`config.mk`:
```
export PLATFORM = sky130hd
export DESIGN_NAME = first_fit_frame_allocator
export DESIGN_NICKNAME = d
export VERILOG_FILES = /design/src/sv/ffa_pkg.sv /design/src/sv/first_fit_frame_allocator.sv /design/src/sv/ffa_divider.sv
export SDC_FILE = /design/constraint.sdc
export NUM_CORES = 2
export LEC_CHECK = 0
export BUFFER_PORTS_ARGS = -buffer_cell sky130_fd_sc_hd__buf_4
export CELL_PAD_IN_SITES_DETAIL_PLACEMENT = 1
export CELL_PAD_IN_SITES_GLOBAL_PLACEMENT = 1
export CORE_UTILIZATION = 50
export CTS_CLUSTER_DIAMETER = 80
export DETAILED_ROUTE_END_ITERATION = 16
export PLACE_DENSITY_LB_ADDON = 0.3
export SLEW_MARGIN = 20
export SYNTH_ARGS = -nofsm -noshare
export SYNTH_HDL_FRONTEND = slang
export SYNTH_MEMORY_MAX_BITS = 65536
export SYNTH_SLANG_ARGS = --single-unit
```
`constraint.sdc`:
```
create_clock -name i_clk -period 23.8 [get_ports i_clk]
set_clock_uncertainty 0.05 [all_clocks]
set_input_delay 1.19 -clock i_clk [delete_from_list [all_inputs] [get_ports i_clk]]
set_output_delay 1.19 -clock i_clk [all_outputs]
set_load 0.01 [all_outputs]
```
`src/sv/ffa_pkg.sv`:
```
// ----------------------------------------------------------------------------
// ffa_pkg
// Types and constants shared by the first-fit frame allocator and its divider.
// ----------------------------------------------------------------------------
`default_nettype none

package ffa_pkg;

    localparam int NUM_FRAMES_DEF = 256;

    localparam int ACT_W      = 2;
    localparam int ID_W       = 16;
    localparam int TFR_W      = 9;
    localparam int FSIZE_W    = 17;
    localparam int PSIZE_W    = 25;
    localparam int ADDR_W     = 24;
    localparam int FRAG_W     = 25;
    localparam int RES_W      = 9;
    localparam int CFG_IDX_W  = 2;
    localparam int CFG_DATA_W = 25;

    localparam int DIV_STEPS = PSIZE_W;
    localparam int DIV_CNT_W = $clog2(DIV_STEPS);

    localparam logic [TFR_W-1:0]   TOTAL_FRAMES_RST = TFR_W'(256);
    localparam logic [FSIZE_W-1:0] FRAME_SIZE_RST   = FSIZE_W'(16);
    localparam logic [PSIZE_W-1:0] PROCESS_SIZE_RST = PSIZE_W'(64);

    localparam logic [ACT_W-1:0] ACT_ALLOC   = 2'd0;
    localparam logic [ACT_W-1:0] ACT_RELEASE = 2'd1;

    localparam logic [CFG_IDX_W-1:0] CFG_TOTAL_FRAMES = 2'd0;
    localparam logic [CFG_IDX_W-1:0] CFG_FRAME_SIZE   = 2'd1;
    localparam logic [CFG_IDX_W-1:0] CFG_PROCESS_SIZE = 2'd2;

    typedef struct packed {
        logic [ACT_W-1:0] action;
        logic [ID_W-1:0]  process_id;
    } t_ffa_in;

    typedef struct packed {
        logic              status;
        logic [ADDR_W-1:0] start_address;
        logic [FRAG_W-1:0] fragmentation;
        logic [RES_W-1:0]  resident_count;
    } t_ffa_out;

    typedef struct packed {
        logic            valid;
        logic [ID_W-1:0] id;
    } t_owner;

    typedef enum logic [2:0] {
        S_CLEAR,
        S_IDLE,
        S_FIT,
        S_FILL,
        S_REL,
        S_FRAG,
        S_OUT
    } t_state;

endpackage

`default_nettype wire

```
`src/sv/first_fit_frame_allocator.sv`:
```
// ----------------------------------------------------------------------------
// first_fit_frame_allocator
// Owner table of frames with first-fit allocation, release by process id,
// external fragmentation and a count of resident processes.
// ----------------------------------------------------------------------------
// Channel   Direction  Handshake                 Payload
// input     in         i_in_valid / o_in_stall   i_in_data  (t_ffa_in)
// output    out        o_out_valid / i_out_stall o_out_data (t_ffa_out)
// config    in         i_cfg_we                  i_cfg_index, i_cfg_data
//
// One transaction at a time; the owner table has a single read and write port.
// Allocate: a first-fit search over all NUM_FRAMES entries, a fill of the
// frames needed and a fragmentation scan of the active frames; release: a search
// over all entries plus the scan; query: the scan alone; then an output state
// and a return to idle. Reset clears the table entry by entry, and a
// configuration write recomputes the frame quotient; input stalls meanwhile.
// ----------------------------------------------------------------------------
`default_nettype none

module first_fit_frame_allocator import ffa_pkg::*; #(
    parameter int NUM_FRAMES = NUM_FRAMES_DEF
) (
    input  wire logic                  i_clk,
    input  wire logic                  i_rst_n,
    input  wire logic                  i_in_valid,
    output logic                       o_in_stall,
    input  wire t_ffa_in               i_in_data,
    output logic                       o_out_valid,
    input  wire logic                  i_out_stall,
    output t_ffa_out                   o_out_data,
    input  wire logic                  i_cfg_we,
    input  wire logic [CFG_IDX_W-1:0]  i_cfg_index,
    input  wire logic [CFG_DATA_W-1:0] i_cfg_data
);

    localparam int AW   = (NUM_FRAMES > 1) ? $clog2(NUM_FRAMES) : 1;
    localparam int CW   = $clog2(NUM_FRAMES + 1);
    localparam int XW   = (CW > TFR_W) ? CW : TFR_W;
    localparam int RBW  = CW + FSIZE_W;
    localparam int CMPW = (RBW > PSIZE_W) ? RBW : PSIZE_W;

    t_owner mem [NUM_FRAMES];
    t_owner r_rd;

    t_state r_state, n_state;

    logic [TFR_W-1:0]   r_total_frames;
    logic [FSIZE_W-1:0] r_frame_size;
    logic [PSIZE_W-1:0] r_process_size;
    logic               r_div_go;
    logic [PSIZE_W-1:0] div_q;
    logic               div_busy;

    logic [CW-1:0]      r_idx, n_idx;
    logic [CW-1:0]      r_lim, n_lim;
    logic               r_pv, n_pv;
    logic [CW-1:0]      r_pidx, n_pidx;
    logic [RES_W-1:0]   r_resident, n_resident;

    logic [ID_W-1:0]    r_id, n_id;
    logic [PSIZE_W-1:0] r_need, n_need;
    logic [CW-1:0]      r_nact, n_nact;
    logic [CW-1:0]      r_run, n_run;
    logic [CW-1:0]      r_start, n_start;
    logic [ADDR_W-1:0]  r_acc, n_acc;
    logic [ADDR_W-1:0]  r_saddr, n_saddr;
    logic               r_found, n_found;
    logic               r_was, n_was;
    logic [RBW-1:0]     r_rb, n_rb;
    logic [FRAG_W-1:0]  r_sum, n_sum;
    logic               r_status, n_status;
    logic [ADDR_W-1:0]  r_addr, n_addr;
    t_ffa_out           r_out, n_out;

    logic               we;
    logic [AW-1:0]      wa;
    t_owner             wd;
    logic [AW-1:0]      ra;
    logic [XW-1:0]      tf_x;
    logic [CW-1:0]      nact_c;
    logic               scan_done;
    logic               hit;

    function automatic logic [FRAG_W-1:0] frag_add(
        input logic [FRAG_W-1:0]  sum,
        input logic [RBW-1:0]     rb,
        input logic [PSIZE_W-1:0] psize
    );
        logic [FRAG_W:0] tmp;
        begin
            tmp = {1'b0, sum};
            if (CMPW'(rb) < CMPW'(psize)) begin
                tmp = {1'b0, sum} + (FRAG_W + 1)'(rb[PSIZE_W-1:0]);
            end
            return tmp[FRAG_W] ? {FRAG_W{1'b1}} : tmp[FRAG_W-1:0];
        end
    endfunction

    ffa_divider u_div (
        .i_clk      (i_clk),
        .i_rst_n    (i_rst_n),
        .i_start    (r_div_go),
        .i_dividend (r_process_size),
        .i_divisor  (r_frame_size),
        .o_quotient (div_q),
        .o_busy     (div_busy)
    );

    always_ff @(posedge i_clk) begin
        if (!i_rst_n) begin
            r_total_frames <= TOTAL_FRAMES_RST;
            r_frame_size   <= FRAME_SIZE_RST;
            r_process_size <= PROCESS_SIZE_RST;
            r_div_go       <= 1'b1;
        end else begin
            r_div_go <= i_cfg_we;
            if (i_cfg_we) begin
                unique case (i_cfg_index)
                    CFG_TOTAL_FRAMES: r_total_frames <= i_cfg_data[TFR_W-1:0];
                    CFG_FRAME_SIZE:   r_frame_size   <= i_cfg_data[FSIZE_W-1:0];
                    CFG_PROCESS_SIZE: r_process_size <= i_cfg_data[PSIZE_W-1:0];
                    default: ;
                endcase
            end
        end
    end

    always_ff @(posedge i_clk) begin
        if (we) begin
            mem[wa] <= wd;
        end
        r_rd <= mem[ra];
    end

    always_comb begin
        tf_x      = XW'(r_total_frames);
        nact_c    = (tf_x >= XW'(NUM_FRAMES)) ? CW'(NUM_FRAMES) : CW'(tf_x);
        ra        = r_idx[AW-1:0];
        scan_done = (r_idx >= r_lim) && !r_pv;
        hit       = r_rd.valid && (r_rd.id == r_id);

        n_state    = r_state;
        n_idx      = r_idx;
        n_lim      = r_lim;
        n_pv       = 1'b0;
        n_pidx     = r_idx;
        n_resident = r_resident;
        n_id       = r_id;
        n_need     = r_need;
        n_nact     = r_nact;
        n_run      = r_run;
        n_start    = r_start;
        n_acc      = r_acc;
        n_saddr    = r_saddr;
        n_found    = r_found;
        n_was      = r_was;
        n_rb       = r_rb;
        n_sum      = r_sum;
        n_status   = r_status;
        n_addr     = r_addr;
        n_out      = r_out;
        we         = 1'b0;
        wa         = r_idx[AW-1:0];
        wd         = '0;

        if (r_idx < r_lim) begin
            n_pv = 1'b1;
        end

        unique case (r_state)
            S_CLEAR: begin
                we    = 1'b1;
                n_idx = r_idx + 1'b1;
                if (r_idx == CW'(NUM_FRAMES - 1)) begin
                    n_idx   = '0;
                    n_state = S_IDLE;
                end
            end
            S_IDLE: begin
                if (i_in_valid && !r_div_go && !div_busy) begin
                    n_id     = i_in_data.process_id;
                    n_need   = (r_frame_size == '0) ? '0 : div_q;
                    n_nact   = nact_c;
                    n_status = 1'b0;
                    n_addr   = '0;
                    n_idx    = '0;
                    n_run    = '0;
                    n_acc    = '0;
                    n_found  = 1'b0;
                    n_was    = 1'b0;
                    n_rb     = '0;
                    n_sum    = '0;
                    if (i_in_data.action == ACT_ALLOC) begin
                        if ((r_frame_size == '0) || (div_q == '0)) begin
                            n_status = 1'b1;
                            n_lim    = nact_c;
                            n_state  = S_FRAG;
                        end else begin
                            n_lim   = CW'(NUM_FRAMES);
                            n_state = S_FIT;
                        end
                    end else if (i_in_data.action == ACT_RELEASE) begin
                        n_lim   = CW'(NUM_FRAMES);
                        n_state = S_REL;
                    end else begin
                        n_lim   = nact_c;
                        n_state = S_FRAG;
                    end
                end
            end
            S_FIT: begin
                if (r_pv) begin
                    n_acc = r_acc + ADDR_W'(r_frame_size);
                    if (hit) begin
                        n_was = 1'b1;
                    end
                    if (!r_found && (r_pidx < r_nact)) begin
                        if (!r_rd.valid) begin
                            if (r_run == '0) begin
                                n_start = r_pidx;
                                n_saddr = r_acc;
                            end
                            n_run = r_run + 1'b1;
                            if ((PSIZE_W'(r_run) + 1'b1) == r_need) begin
                                n_found = 1'b1;
                            end
                        end else begin
                            n_run = '0;
                        end
                    end
                end
                if (r_pv) begin
                    n_idx  = (r_idx < r_lim) ? r_idx + 1'b1 : r_idx;
                    n_pidx = r_idx;
                end else if (r_idx < r_lim) begin
                    n_idx = r_idx + 1'b1;
                end
                if (scan_done) begin
                    n_pv = 1'b0;
                    if (r_found) begin
                        n_idx   = r_start;
                        n_lim   = r_start + CW'(r_need);
                        n_state = S_FILL;
                    end else begin
                        n_status = 1'b1;
                        n_idx    = '0;
                        n_lim    = r_nact;
                        n_state  = S_FRAG;
                    end
                end
            end
            S_FILL: begin
                n_pv = 1'b0;
                if (r_idx < r_lim) begin
                    we    = 1'b1;
                    wd    = '{valid: 1'b1, id: r_id};
                    n_idx = r_idx + 1'b1;
                end else begin
                    if (!r_was) begin
                        n_resident = r_resident + 1'b1;
                    end
                    n_status = 1'b0;
                    n_addr   = r_saddr;
                    n_idx    = '0;
                    n_lim    = r_nact;
                    n_state  = S_FRAG;
                end
            end
            S_REL: begin
                if (r_pv && hit) begin
                    we    = 1'b1;
                    wa    = r_pidx[AW-1:0];
                    n_was = 1'b1;
                end
                if (r_idx < r_lim) begin
                    n_idx = r_idx + 1'b1;
                end
                if (scan_done) begin
                    n_pv = 1'b0;
                    if (r_was && (r_resident != '0)) begin
                        n_resident = r_resident - 1'b1;
                    end
                    n_idx   = '0;
                    n_lim   = r_nact;
                    n_state = S_FRAG;
                end
            end
            S_FRAG: begin
                if (r_pv) begin
                    if (!r_rd.valid) begin
                        n_rb = r_rb + RBW'(r_frame_size);
                    end else begin
                        n_sum = frag_add(r_sum, r_rb, r_process_size);
                        n_rb  = '0;
                    end
                end
                if (r_idx < r_lim) begin
                    n_idx = r_idx + 1'b1;
                end
                if (scan_done) begin
                    n_pv  = 1'b0;
                    n_out = '{status:         r_status,
                              start_address:  r_addr,
                              fragmentation:  frag_add(r_sum, r_rb, r_process_size),
                              resident_count: r_resident};
                    n_state = S_OUT;
                end
            end
            S_OUT: begin
                n_pv = 1'b0;
                if (!i_out_stall) begin
                    n_state = S_IDLE;
                end
            end
            default: begin
                n_state = S_IDLE;
            end
        endcase
    end

    always_ff @(posedge i_clk) begin
        if (!i_rst_n) begin
            r_state    <= S_CLEAR;
            r_idx      <= '0;
            r_lim      <= '0;
            r_pv       <= 1'b0;
            r_resident <= '0;
        end else begin
            r_state    <= n_state;
            r_idx      <= n_idx;
            r_lim      <= n_lim;
            r_pv       <= n_pv;
            r_resident <= n_resident;
        end
    end

    always_ff @(posedge i_clk) begin
        r_pidx   <= n_pidx;
        r_id     <= n_id;
        r_need   <= n_need;
        r_nact   <= n_nact;
        r_run    <= n_run;
        r_start  <= n_start;
        r_acc    <= n_acc;
        r_saddr  <= n_saddr;
        r_found  <= n_found;
        r_was    <= n_was;
        r_rb     <= n_rb;
        r_sum    <= n_sum;
        r_status <= n_status;
        r_addr   <= n_addr;
        r_out    <= n_out;
    end

    assign o_in_stall  = !((r_state == S_IDLE) && !r_div_go && !div_busy);
    assign o_out_valid = (r_state == S_OUT);
    assign o_out_data  = r_out;

endmodule

`default_nettype wire

```
`src/sv/ffa_divider.sv`:
```
// ----------------------------------------------------------------------------
// ffa_divider
// Restoring divider, one quotient bit per cycle, for the frames per process.
// ----------------------------------------------------------------------------
`default_nettype none

module ffa_divider import ffa_pkg::*; (
    input  wire logic               i_clk,
    input  wire logic               i_rst_n,
    input  wire logic               i_start,
    input  wire logic [PSIZE_W-1:0] i_dividend,
    input  wire logic [FSIZE_W-1:0] i_divisor,
    output logic      [PSIZE_W-1:0] o_quotient,
    output logic                    o_busy
);

    logic                 r_busy, n_busy;
    logic [DIV_CNT_W-1:0] r_cnt, n_cnt;
    logic [FSIZE_W:0]     r_rem, n_rem;
    logic [PSIZE_W-1:0]   r_quo, n_quo;
    logic [FSIZE_W-1:0]   r_dvs, n_dvs;
    logic [FSIZE_W:0]     rem_s;
    logic                 ge;

    always_comb begin
        rem_s  = {r_rem[FSIZE_W-1:0], r_quo[PSIZE_W-1]};
        ge     = (rem_s >= {1'b0, r_dvs});
        n_busy = r_busy;
        n_cnt  = r_cnt;
        n_rem  = r_rem;
        n_quo  = r_quo;
        n_dvs  = r_dvs;
        if (i_start) begin
            n_busy = 1'b1;
            n_cnt  = DIV_CNT_W'(DIV_STEPS - 1);
            n_rem  = '0;
            n_quo  = i_dividend;
            n_dvs  = i_divisor;
        end else if (r_busy) begin
            n_rem = ge ? (rem_s - {1'b0, r_dvs}) : rem_s;
            n_quo = {r_quo[PSIZE_W-2:0], ge};
            n_cnt = r_cnt - 1'b1;
            if (r_cnt == '0) begin
                n_busy = 1'b0;
            end
        end
    end

    always_ff @(posedge i_clk) begin
        if (!i_rst_n) begin
            r_busy <= 1'b0;
            r_cnt  <= '0;
        end else begin
            r_busy <= n_busy;
            r_cnt  <= n_cnt;
        end
    end

    always_ff @(posedge i_clk) begin
        r_rem <= n_rem;
        r_quo <= n_quo;
        r_dvs <= n_dvs;
    end

    assign o_quotient = r_quo;
    assign o_busy     = r_busy;

endmodule

`default_nettype wire

```
# ---- Yosys cells after proc, flatten, opt, wreduce, memory -nomap -nowiden
# Memories as Yosys holds them, arrays and structs flattened. A register that Yosys moved wholly into a read port is not among the register bits.
# Index checks and enable logic that the tools add are counted.
# Widths: inputs -> output; s select.
dict set report totals {
  mem_count 1
  elab_cells 231
  regBits 410
  mem_bits_rw 4352
}
dict set report op_classes {
  reduce_logical 53
  add_sub_neg 11
  bitwise_logic 2
  n_mux 95
  n_eq_ne 30
  magnitude_cmp 6
}
# memory depth width read_ports rd_ports_with_merged_regs wr line
set memory_table {}
lappend memory_table {mem 256 17 1 1 1 first_fit_frame_allocator.sv:42} ;# t_owner mem [NUM_FRAMES];
# operator count
set ops {}
lappend ops {{$mux 26} 9}
lappend ops {{$mux 9} 23}
lappend ops {{$mux 25} 6}
lappend ops {{$pmux 24 s2} 2}
lappend ops {{$mux 24} 3}
lappend ops {{$pmux 9 s6} 1}
lappend ops {{$pmux 26 s2} 1}
lappend ops {{$mux 17} 3}
lappend ops {{$pmux 25 s2} 1}
lappend ops {{$ne 2x2->1 const B} 18}
lappend ops {{$pmux 9 s2} 2}
lappend ops {{$pmux 9 s4} 1}
lappend ops {{$mux 3} 10}
lappend ops {{$add 9x1->9 const B} 3}
lappend ops {{$add 25x25->26} 1}
lappend ops {{$add 26x17->26} 1}
lappend ops {{$lt 26x25->1} 1}
lappend ops {{$eq 10x25->1} 1}
lappend ops {{$logic_not 25->1} 1}
lappend ops {{$reduce_and 5->1} 5}
lappend ops {{$add 24x17->24} 1}
lappend ops {{$mux 1} 23}
lappend ops {{$pmux 3 s7} 1}
lappend ops {{$ge 18x17->1} 1}
lappend ops {{40 further kinds} 78}

# ---- Depth between registers and ports, before layout
dict set report depth {
  ltp_word 9
  mapped_depth 19
  ltp_nobuf 14
}

# ---- By module
# Synthesis repeated with hierarchy kept, for this count alone.
dict set report unflattened {
  hier_cells 8671
  area_unflattened_um2 188453.2
}
# mod n_inst cells_each area_per_inst_um2
set by_module_without_submodules {}
lappend by_module_without_submodules {first_fit_frame_allocator 1 8361 184952.4}
lappend by_module_without_submodules {ffa_divider 1 310 3500.9}

# ---- Worst setup path before layout
# No wires, ideal clock.
dict set report synth_path {
  path_kind {register -> register}
  from {reg r_idx[0]}
  to {mem mem[0][16] in the netlist's numbering, data pin}
  period_less_slack_ns 9.446
  slack_ns 14.354
  setup_ns 1.401
  path_stages_with_launch 14
  arrival_ns 7.995
  path_buffers 7
  path_cell_list {dfxtp_1 > buf_4 > buf_6 > buf_4 > buf_2 > buf_2 > buf_2 > inv_1 > ha_1 > o21ai_0 > a21oi_1 > o21bai_1 > clkbuf_1 > nor2_1}
}
# element line
set synth_rtl {}
lappend synth_rtl {{start: declaration} first_fit_frame_allocator.sv:54} ;# logic [CW-1:0] r_idx, n_idx;
lappend synth_rtl {{start signal: assignment} first_fit_frame_allocator.sv:330} ;# r_idx <= n_idx;
lappend synth_rtl {{end: declaration} first_fit_frame_allocator.sv:42}

==> results.ini <==
[run_status]
outcome = complete, no violations

[critical_path]
rrSetupSlack_ns = 16.52
r2r_cells = 11
required_ns = 24.55
cpMaxStageDelayCell = dfxtp_4
timing.rr.start = r_idx[0]$_SDFFE_PN0P_
arrival_ns = 8.03
r2r_end = r_rd[13]$_DFF_P_
path_class = reg2reg
slowest_delay_ns = 0.85
critPathLaunchType = register
crit_chain = buf_4, buf_4, buf_4, buf_4, buf_4, buf_4, mux4_2, mux4_2, mux2i_1, a22o_1, a2111oi_0
cpMostUsedCell = buf_4
crit_path_end_kind = register
crit_fanout = 44

[floorplanning]
die_y_um = 617
core_um2 = 376000
fp.dieW_um = 617
start_util_pct = 50.3
rows = 225
io_pins = 111
dieArea_um2 = 380000

[synth]
yosys_warnings = 0
ys_types = 79
yosysTopAreaCell = edfxtp_1
yosys.area.top_type_share_pct = 73.9
ys_seq_elements = 4779
ys.flop_type = edfxtp_1
syn_nets = 8905
synthesis.area_um2 = 189000
avgSynthCellArea_um2 = 21.7
syn_inst = 8709
synthTopCellsByArea = edfxtp_1, mux4_2, dfxtp_1, ha_1, nor2_1
ys_seq_area_share_pct = 75.3
synth-edff-count = 4647
ys_async_sr_fraction_pct = 0

[hold_path]
hold_start = i_in_data[9]
holdPathStages = 1
worstHoldEndpoint = r_id[9]$_DFFE_PP_
hold_class = in2reg

[finish]
nNetsFinal = 9434
multi_input_area_um2 = 44900
ff_latch_area_um2 = 142000
final_cells = 14600
area_growth_pct = 12.9
fin_area_um2 = 213000
final_cell_mix = edfxtp_1, mux4_2, buf_4, clkbuf_16, nor2_1
nFillCells = 31700
drive_gt1_share_pct = 28.8
final_common_cell = edfxtp_1

[placed_design]
dp_hpwl_um = 303000
io_buffers = 110
place.gp.congestion = 0.825
place_area_um2 = 198000
placed_cells = 13800

[cts]
clk_pin_slew_ns = 0.06
clk_latency_ns = 1.01
holdBufCountCts = 0
cts_tree = built
clock_path_buffers = 4
clockRootBuffer = clkbuf_16
post-cts-setup-buffer-count = 0
clkSinkCount = 4779
numCtsBuffers = 467
post_cts_resized = 0
cts_max_level = 5

[timing]
whs_ns = 0.323
setup-violations-final = 0
max_slew.worst_pin.slew_ns = 1.33
slew-limit-headroom_pct = 11.3
hold_viol_final = 0
post-route-min-period_ns = 7.28
fmax_mhz = 137
rsz0062_at_grt = no
period_share_pct = 30.6
final-max-slew-violation-count = 0
finalSetupTns_ns = 0

[global_routing]
grt_max_degree = 223
first_global_vias = 97700
antenna_found_initial = 23
grt-ovfl-total = 0
grt_pass1_wl_um = 726000
grtUsageTotal_pct = 26.8

[flow_run]
maxCapViolCount = 0

[routing]
drtIter0Drc = 11900
drc_errors = 0
viasPerCell = 6.42
firstDrtPassIters = 6
antenna_left = 0
post_drt_wl_per_cell_um = 35.0
vias = 93900
postRouteWirelength_um = 512000

[power_and_ir_drop]
power_density_nw_per_um2 = 80.4
power_w = 0.0172
leakagePower_nw = 61.2
ir_drop_mv = 0.0741

## worst max-delay path, delay by kind of cell (launching register included)
| family | cells | cell delay, ns |
|---|---|---|
| mux | 3 | 1.52 |
| compound gates | 2 | 0.25 |
| buf+inv | 6 | 4.16 |
| flops | 1 | 0.85 |
## power by group
group          switching (W)  internal (W)  total, W
Clock                0.00318       0.00420   0.00738
Sequential         0.0000459       0.00912   0.00916
Combinational       0.000356      0.000250  0.000606
## sequential cells by signal, indices dropped and copies added, names as in the netlist, 16 cells and up
signal and flops:
r_rd 17, u_div.o_quotient 25, o_out_data 59, r_saddr 24, r_sum 25, r_process_size 25
u_div.r_rem 17, r_frame_size 17, u_div.r_dvs 17, r_id 16, r_addr 24, mem 4352
r_rb 26, r_acc 24, r_need 25
## worst max path at each step
stage	startpoint	endpoint	slack [ns]	cells after the start
after floorplan	r_idx[0]$_SDFFE_PN0P_	mem[0][16]$_DFFE_PP_	14.35	13
final	r_idx[0]$_SDFFE_PN0P_	r_rd[13]$_DFF_P_	16.52	11
after detailed placement	r_idx[0]$_SDFFE_PN0P_	r_rd[13]$_DFF_P_	15.91	11
after global routing	r_idx[0]$_SDFFE_PN0P_	r_rd[13]$_DFF_P_	15.87	11
after global placement	r_idx[0]$_SDFFE_PN0P_	r_rd[13]$_DFF_P_	15.97	11
after CTS	r_idx[0]$_SDFFE_PN0P_	r_rd[13]$_DFF_P_	15.87	11
## layout make-up
cell class              count  area share [%]
multi-input cells        3373            21.1
clock buffers             582            5.84
inverters                 105           0.188
repair buffers            512            1.95
well taps                4994            2.93
clock inverters           285            1.32
diodes                      4         0.00469
flip-flops and latches   4779            66.7
## cell usage after synthesis, drive strengths merged (69+ instances only)
cell,count
clkbuf,235
ha,140
o21ai,118
nor3,69
nor2,421
nor2b,98
dfxtp,132
edfxtp,4647
a21oi,98
mux4,1394
inv,102
mux2i,75
buf,217
nand2,187
## logic make-up (layout without fill, tap and decap cells)
group	after synthesis	count (layout)	synth area share [%]
flip-flops	4779	4779	75.3
multiplexers	1494	1494	17.2
AND/OR/NAND/NOR	1048	1048	2.63
AO/OA/AOI/OAI	578	578	2.11
buffers and inverters	557	1484	1.34
adder cells (fa/ha/maj)	146	146	0.991
XOR/XNOR	107	107	0.496
other	0	4	0
## routing by layer
layer / routed length [um] / GRT usage, % / vias to the layer above
met2: 251000 / 44.2 / 4788
met3: 45300 / 4.32 / 870
met5: 80 / 0 / -
met4: 20500 / 9.61 / 12
met1: 196000 / 36.6 / 50700
li1: - / - / 37600
## per-stage QoR
step                util (%)  worst slack (ns)
floorplan                  -             14.35
global placement        52.6             15.97
detailed placement      52.6             15.91
CTS                     56.7             15.87
global route            56.7             15.87
finish                  56.7             16.52
(Power assumes the default switching activity.)
